<file path="config.mk">
export PLATFORM = sky130hd
export DESIGN_NAME = ntd_controller
export DESIGN_NICKNAME = d
export VERILOG_FILES = /design/src/sv/ntd_pkg.sv /design/src/sv/ntd_controller.sv
export SDC_FILE = /design/constraint.sdc
export NUM_CORES = 1
export LEC_CHECK = 0
export ABC_AREA = 1
export BUFFER_PORTS_ARGS = -buffer_cell sky130_fd_sc_hd__buf_2
export CAP_MARGIN = 30
export CELL_PAD_IN_SITES_DETAIL_PLACEMENT = 0
export CELL_PAD_IN_SITES_GLOBAL_PLACEMENT = 2
export CORE_MARGIN = 2
export CORE_UTILIZATION = 26
export CTS_CLUSTER_SIZE = 24
export DETAILED_ROUTE_END_ITERATION = 6
export PLACE_DENSITY = 0.83
export SYNTH_ARGS = -nofsm -noshare
export SYNTH_HDL_FRONTEND = slang
export SYNTH_SLANG_ARGS = --single-unit
</file>
<file path="constraint.sdc">
create_clock -name clock -period 2 [get_ports clock]
set_input_delay 0.2 -clock clock [delete_from_list [all_inputs] [get_ports clock]]
set_output_delay 0.2 -clock clock [all_outputs]
set_load 0.03 [all_outputs]
</file>
<file path="src/sv/ntd_pkg.sv">
`timescale 1ns / 1ps
// ntd_pkg: shared constants, codes and control types of nearest_trait_distance
// depends on nothing
package ntd_pkg;

   localparam int VALUE_BITS = 24;
   localparam int DIST_BITS  = 50;
   localparam int MAX_TRAITS = 16;
   localparam int MAX_DIMS   = 4;
   localparam int SLOT_BITS  = 4;
   localparam int DIM_BITS   = 2;
   localparam int COUNT_BITS = 5;
   localparam int NDIM_BITS  = 3;
   localparam int DIFF_BITS  = VALUE_BITS + 2;
   localparam int SQ_BITS    = 2 * DIFF_BITS;

   localparam logic [DIST_BITS-1:0] DIST_MAX = {DIST_BITS{1'b1}};

   localparam logic CMD_WRITE  = 1'b0;
   localparam logic CMD_SAMPLE = 1'b1;

   localparam logic [2:0] KIND_POINT     = 3'd0;
   localparam logic [2:0] KIND_NDPOINT   = 3'd1;
   localparam logic [2:0] KIND_INTERVAL  = 3'd2;
   localparam logic [2:0] KIND_RECTANGLE = 3'd3;
   localparam logic [2:0] KIND_HYPERBOX  = 3'd4;

   localparam logic REG_TRAIT_COUNT = 1'b0;
   localparam logic REG_DIMS_IN_USE = 1'b1;

   typedef struct packed {
      logic                 write_trait;
      logic                 load_sample;
      logic                 trait_init;
      logic                 mem_read;
      logic                 eval;
      logic                 square;
      logic                 accum;
      logic                 compare;
      logic                 finish;
      logic [SLOT_BITS-1:0] trait;
      logic [DIM_BITS-1:0]  dim;
   } ntd_cmd_type;

   typedef struct packed {
      logic                 kind_ok;
      logic [NDIM_BITS-1:0] dims;
      logic                 rsp_busy;
   } ntd_status_type;

endpackage

</file>
<file path="src/sv/ntd_controller.sv">
`timescale 1ns / 1ps
// ntd_controller: sequencer over trait slots and dimensions
// depends on ntd_pkg; commands ntd_datapath
module ntd_controller (
   input  logic                             clock,
   input  logic                             reset,
   input  logic                             req_valid,
   output logic                             req_ready,
   input  logic                             req_cmd,
   input  logic [ntd_pkg::COUNT_BITS-1:0]   trait_num,
   input  ntd_pkg::ntd_status_type          status,
   output ntd_pkg::ntd_cmd_type             cmd
);

   typedef enum logic [8:0] {
      ST_IDLE    = 9'b000000001,
      ST_TRAIT   = 9'b000000010,
      ST_READ    = 9'b000000100,
      ST_EVAL    = 9'b000001000,
      ST_SQUARE  = 9'b000010000,
      ST_ACCUM   = 9'b000100000,
      ST_COMPARE = 9'b001000000,
      ST_NEXT    = 9'b010000000,
      ST_DONE    = 9'b100000000
   } state_type;

   state_type state_ff, state_in;
   logic [ntd_pkg::SLOT_BITS-1:0] trait_ff, trait_in;
   logic [ntd_pkg::DIM_BITS-1:0]  dim_ff, dim_in;

   assign req_ready = state_ff == ST_IDLE;

   always_comb begin
      state_in = state_ff;
      trait_in = trait_ff;
      dim_in   = dim_ff;
      cmd = '0;
      cmd.trait = trait_ff;
      cmd.dim   = dim_ff;
      unique case (state_ff)
         ST_IDLE: begin
            if (req_valid) begin
               if (req_cmd == ntd_pkg::CMD_SAMPLE) begin
                  cmd.load_sample = 1'b1;
                  trait_in = '0;
                  state_in = ST_TRAIT;
               end else begin
                  cmd.write_trait = 1'b1;
               end
            end
         end
         ST_TRAIT: begin
            cmd.trait_init = 1'b1;
            dim_in = '0;
            state_in = status.kind_ok ? ST_READ : ST_NEXT;
         end
         ST_READ: begin
            cmd.mem_read = 1'b1;
            state_in = ST_EVAL;
         end
         ST_EVAL: begin
            cmd.eval = 1'b1;
            state_in = ST_SQUARE;
         end
         ST_SQUARE: begin
            cmd.square = 1'b1;
            state_in = ST_ACCUM;
         end
         ST_ACCUM: begin
            cmd.accum = 1'b1;
            if ({1'b0, dim_ff} + 3'd1 == status.dims) begin
               state_in = ST_COMPARE;
            end else begin
               dim_in = dim_ff + 2'd1;
               state_in = ST_READ;
            end
         end
         ST_COMPARE: begin
            cmd.compare = 1'b1;
            state_in = ST_NEXT;
         end
         ST_NEXT: begin
            if ({1'b0, trait_ff} + 5'd1 == trait_num) begin
               state_in = ST_DONE;
            end else begin
               trait_in = trait_ff + 4'd1;
               state_in = ST_TRAIT;
            end
         end
         ST_DONE: begin
            if (!status.rsp_busy) begin
               cmd.finish = 1'b1;
               state_in = ST_IDLE;
            end
         end
         default: state_in = ST_IDLE;
      endcase
   end

   always_ff @(posedge clock) begin
      if (reset) begin
         state_ff <= ST_IDLE;
         trait_ff <= '0;
         dim_ff <= '0;
      end else begin
         state_ff <= state_in;
         trait_ff <= trait_in;
         dim_ff <= dim_in;
      end
   end

endmodule

</file>
---- Word level (Yosys, flattened, before mapping) ----
Index checks and enable logic that the tools add are counted.
cells by class
  add/subtract/negate cells ............... 4
  multipliers ............................. 0
  divide/modulo/power cells ............... 0
  magnitude comparators ................... 0
  equal/unequal tests ..................... 16
  shifts and indexed selects .............. 0
  muxes and demuxes ....................... 25
  bitwise operators ....................... 0
  reduce and logical (&&, ||, !) cells .... 5
operator list
  kind                                                                    number
  9-bit case mux with 9 select lines                                      1
  9-bit two-way mux                                                       4
  4-bit two-way mux                                                       3
  1-bit two-way mux                                                       10
  9-bit by 1-bit equality test with 1-bit output (second input constant)  1
  9-bit by 2-bit equality test with 1-bit output (second input constant)  1
  9-bit by 3-bit equality test with 1-bit output (second input constant)  1
  9-bit by 4-bit equality test with 1-bit output (second input constant)  1
  9-bit by 5-bit equality test with 1-bit output (second input constant)  1
  9-bit by 6-bit equality test with 1-bit output (second input constant)  1
  9-bit by 7-bit equality test with 1-bit output (second input constant)  1
  9-bit by 8-bit equality test with 1-bit output (second input constant)  1
  9-bit equality test (second input constant)                             1
  8-bit two-way mux                                                       1
  2-bit != test (second input constant)                                   4
  4-bit case mux with 2 select lines                                      1
  7-bit two-way mux                                                       1
  2-bit two-way mux                                                       3
  4-bit by 1-bit adder with 5-bit output (second input constant)          1
  5-bit equality test                                                     1
  4-bit by 1-bit adder with 4-bit output (second input constant)          1
  2-bit case mux with 2 select lines                                      1
  4-bit AND reduction                                                     1
  2-bit nonzero test                                                      2
  other kinds (6)                                                         6
word-level totals
  register bits ........................... 15
  latch bits .............................. 0
  memory bits (writable) .................. 0
  ROM bits ................................ 0
  bits of input ports ..................... 14
  output and inout port bits .............. 16
  word-level logic and storage cells ...... 53
  memories kept ........................... 0

---- Logic depth before layout (Yosys ltp) ----
  depth in word-level cells ............... 4
  gate-level depth with buffers ........... 12
  mapped depth without buffers ............ 12

---- Worst setup path after synthesis ----
Ideal clock, no wire load.
  path type ............................... reg-to-reg
  start ................................... reg trait_ff[0] (netlist name)
  end ..................................... reg trait_ff[3] (netlist name)
  library setup time ...................... 114 ps
  arrival time ............................ 1628 ps
  required time ........................... 1886 ps
  slack ................................... 258 ps
  stages on the path, launching flop included .. 10
  path buffers ............................ 0
  period minus slack after synthesis ...... 1742 ps
  cell sequence ........................... dfxtp_1 -> ha_1 -> xnor2_1 -> nand3_1 -> nor2_2 -> nand3_2 -> nand2_4 -> nand2_1 -> nand2_1 -> nor2_2
on the way
  longest elaborated chain between the ends .. 4
  elaborated cells on any way between the ends .. 7
  those cells by class .................... add/sub: 2; eq/ne: 2; mux: 2; reduce/logical: 1
RTL lines
  element                                 line                   RTL
  start: declaration                      ntd_controller.sv:28   logic [ntd_pkg::SLOT_BITS-1:0] trait_ff, trait_in;
  start signal: assignment                ntd_controller.sv:107  trait_ff <= trait_in;
  4-bit by 1-bit adder with 5-bit output  ntd_controller.sv:83   if ({1'b0, trait_ff} + 5'd1 == trait_num) begin
  5-bit equality test                     ntd_controller.sv:83
  2-bit != test (no source line)          --
  4-bit AND reduction (no source line)    --
Several ways; a longest one is shown, not always the timed one. The select of a mux whose other input is x is not followed.
A chain may end at the register's enable or synchronous reset.

==> qor.txt <==
Non-filler cells, final = 246
Max Fclk = 577 MHz
Power per cell area = 978 nW/µm²
Status = completed
Worst min path class = primary input to flop
Worst path slowest cell = dfxtp_1
Final Skew = 0.00125 ns
Maxcap violations = 0
Dominant synthesized flop cell = dfxtp_1
Die height = 67.9 µm
Setup-failing EPs final = 0
Max Buffers Root-to-Sink = 2
Top cells by area, synth = dfxtp_1 28%, nand2_1 11%, inv_1 9.9%
Initial Utilization = 26.7%
VDD IR max = 0.273 mV
Area Overhead vs Synth = 23.8%
Mapped Cells = 163
Initial antenna violation count = 0
DIE AREA = 4610 µm²
Largest fanout on the critical path = 6
Routed Antenna Nets = 0
Overall Global Routing Usage = 11.3%
Top post-synthesis cells by count = 30 x nand2_1, 28 x inv_1, 20 x nor2_1, 15 x dfxtp_1, 11 x nand3_1
RSZ-0062 raised after global routing = false
Worst slew margin = 81.1%
Fill cell count = 452
Crit end category = output port
Vias in the first global route = 907
Hold_buf cts = 0
H-Tree Depth = 1
Flops & latches, synth = 15
DR vias = 1067
GR Overflow Total = 0
Area of the multi-input gates = 628 µm²
Register area = 300 µm²
P_int = 700 µW
DR pass1 iterations = 4
GPL Wtd Cong = 0.780
Req. time, crit path = 1.80 ns
Psw = 585 µW
Root buf cell = clkbuf_8
Mapped Avg Cell Area = 6.51 µm²
Comb power frac = 50.4%
CP cell instances = nor2_2, nand2_2, nor2_4, nand2_4, nor3b_1, buf_2
Worst-Skew Late Latency = 0.24 ns
First-pass GRT wire length = 3930 µm
Pin count of the biggest net entering global routing = 10
Seq/Total Area, Yosys = 28.3%
Switching Fraction = 45.5%
Top cell type by total area after synthesis = dfxtp_1
# nets final = 213
Synthesis Warnings = 0
Max Slew Vio Count = 0
Synth async-reset ratio = 0%
Setup TNS = 0 ns
Ports = 30
Via/cell ratio = 4.34
Clk sinks = 15
CP Launch Type = flop
Core Region = 3970 µm²
Crit-path max cell delay = 0.35 ns
Worst slew pin tran = 0.283 ns
Clock power share = 19.0%
Final hold vios = 0
DP Area = 1270 µm²
Share of layout cells above drive strength 1 = 28.6%
Detailed Route WL = 2460 µm
Syn Nets = 179
CTS tree = done
P_leak = 0.723 nW
Residual DRC = 0
Placed insts = 242
Fin crit period = 1.73 ns
Flop pwr share = 30.6%
Post-CTS Setup Bufs = 0
Total CTS buffers = 3
Wire per inst = 9.99 µm
Post-Syn Area = 1060 µm²
DP Wirelength = 2000 µm
WP data arrival = 1.53 ns
Setup CP Type = flop to output port
Design area = 1310 µm²
Final Cycle Share = 86.7%
Drt first-iter violations = 29
Number of flops mapped to enable cells by yosys = 0
Resized Gates After CTS = 0
Die X = 67.9 µm
PortBufs = 29
Clock slew at reported path FFs = 0.06 ns
Total chip power = 1.28 mW
Synth top area share = 28.3%
Unique masters post-synth = 28
# diodes = 0
Top-count cell post-synth = nand2_1
Num rows = 23
-- power groups by stage --
stage,Sequential (mW),Combinational (mW),Clock [mW]
after global routing,0.398,0.726,0.264
final,0.392,0.648,0.244
after global placement,0.399,0.665,0
after CTS,0.392,0.657,0.248
after floorplan,0.458,0.437,0
after detailed placement,0.399,0.654,0
-- logic make-up (layout without fill, tap and decap cells) --
logic type	Yosys count	count (layout)	synth area share (%)
xor+xnor	5	5	4.13
buf+inv	34	67	12.5
fa+ha+maj	2	2	2.36
flops	15	15	28.3
simple gates	97	97	47.8
compound gates	10	10	4.95
-- worst paths after layout --
check / endpoint / slack, ns / depth (start not counted) / startpoint
worst min register to register: dim_ff[1]$_SDFFE_PP0P_ / 0.50 / 2 / dim_ff[1]$_SDFFE_PP0P_
worst max-delay path: cmd[13] / 0.27 / 6 / state_ff[5]$_SDFFE_PP0P_
worst max register to register: trait_ff[1]$_SDFFE_PP0P_ / 0.41 / 9 / trait_ff[1]$_SDFFE_PP0P_
worst min-delay path: state_ff[7]$_SDFFE_PP0P_ / 0.23 / 4 / status[4]
-- flip-flops by register name, indices dropped and copies added (netlist names) --
signal    flops
state_ff      9
trait_ff      4
dim_ff        2
-- worst max-delay path: cells and delay by family, from the launching register on --
family	cells	cell delay (ns)
buf+inv	1	0.23
flops	1	0.35
simple gates	5	0.71
-- cells in the final DEF, fill, tap and decap left out, drive strengths merged --
cell type	count
a21oi	6
and2	1
buf	30
clkbuf	4
clkinv	1
dfxtp	15
ha	2
inv	32
nand2	36
nand3	14
nand3b	2
nand4	9
nor2	27
nor3	6
nor3b	1
o21a	1
o21ai	3
or2	1
xnor2	3
xor2	2
-- metrics by stage --
step / utilization, % / hold WS [ns] / setup WS, ns
floorplan: - / 0.378 / 0.258
global placement: 31.9 / 0.488 / 0.410
detailed placement: 31.9 / 0.485 / 0.404
CTS: 33.1 / 0.228 / 0.273
global route: 33.1 / 0.239 / 0.166
finish: 33.1 / 0.231 / 0.266
-- area by class of cell --
cell class	count	share of cell area, %
sequential	15	22.9
inverter	33	9.52
multi-input combinational	114	47.8
timing repair buffer	30	11.6
clock buffer	4	3.43
tap	50	4.76
-- routing by layer --
| metal | track usage, % | vias to the layer above | routed length [µm] |
|---|---|---|---|
| li1 | - | 574 | - |
| met1 | 15.6 | 469 | 1270 |
| met2 | 17.4 | 20 | 1080 |
| met3 | 1.48 | 4 | 72 |
| met4 | 5.25 | 0 | 36 |
| met5 | 0 | - | 0 |
Note: power is estimated with default switching activity, not from simulation.
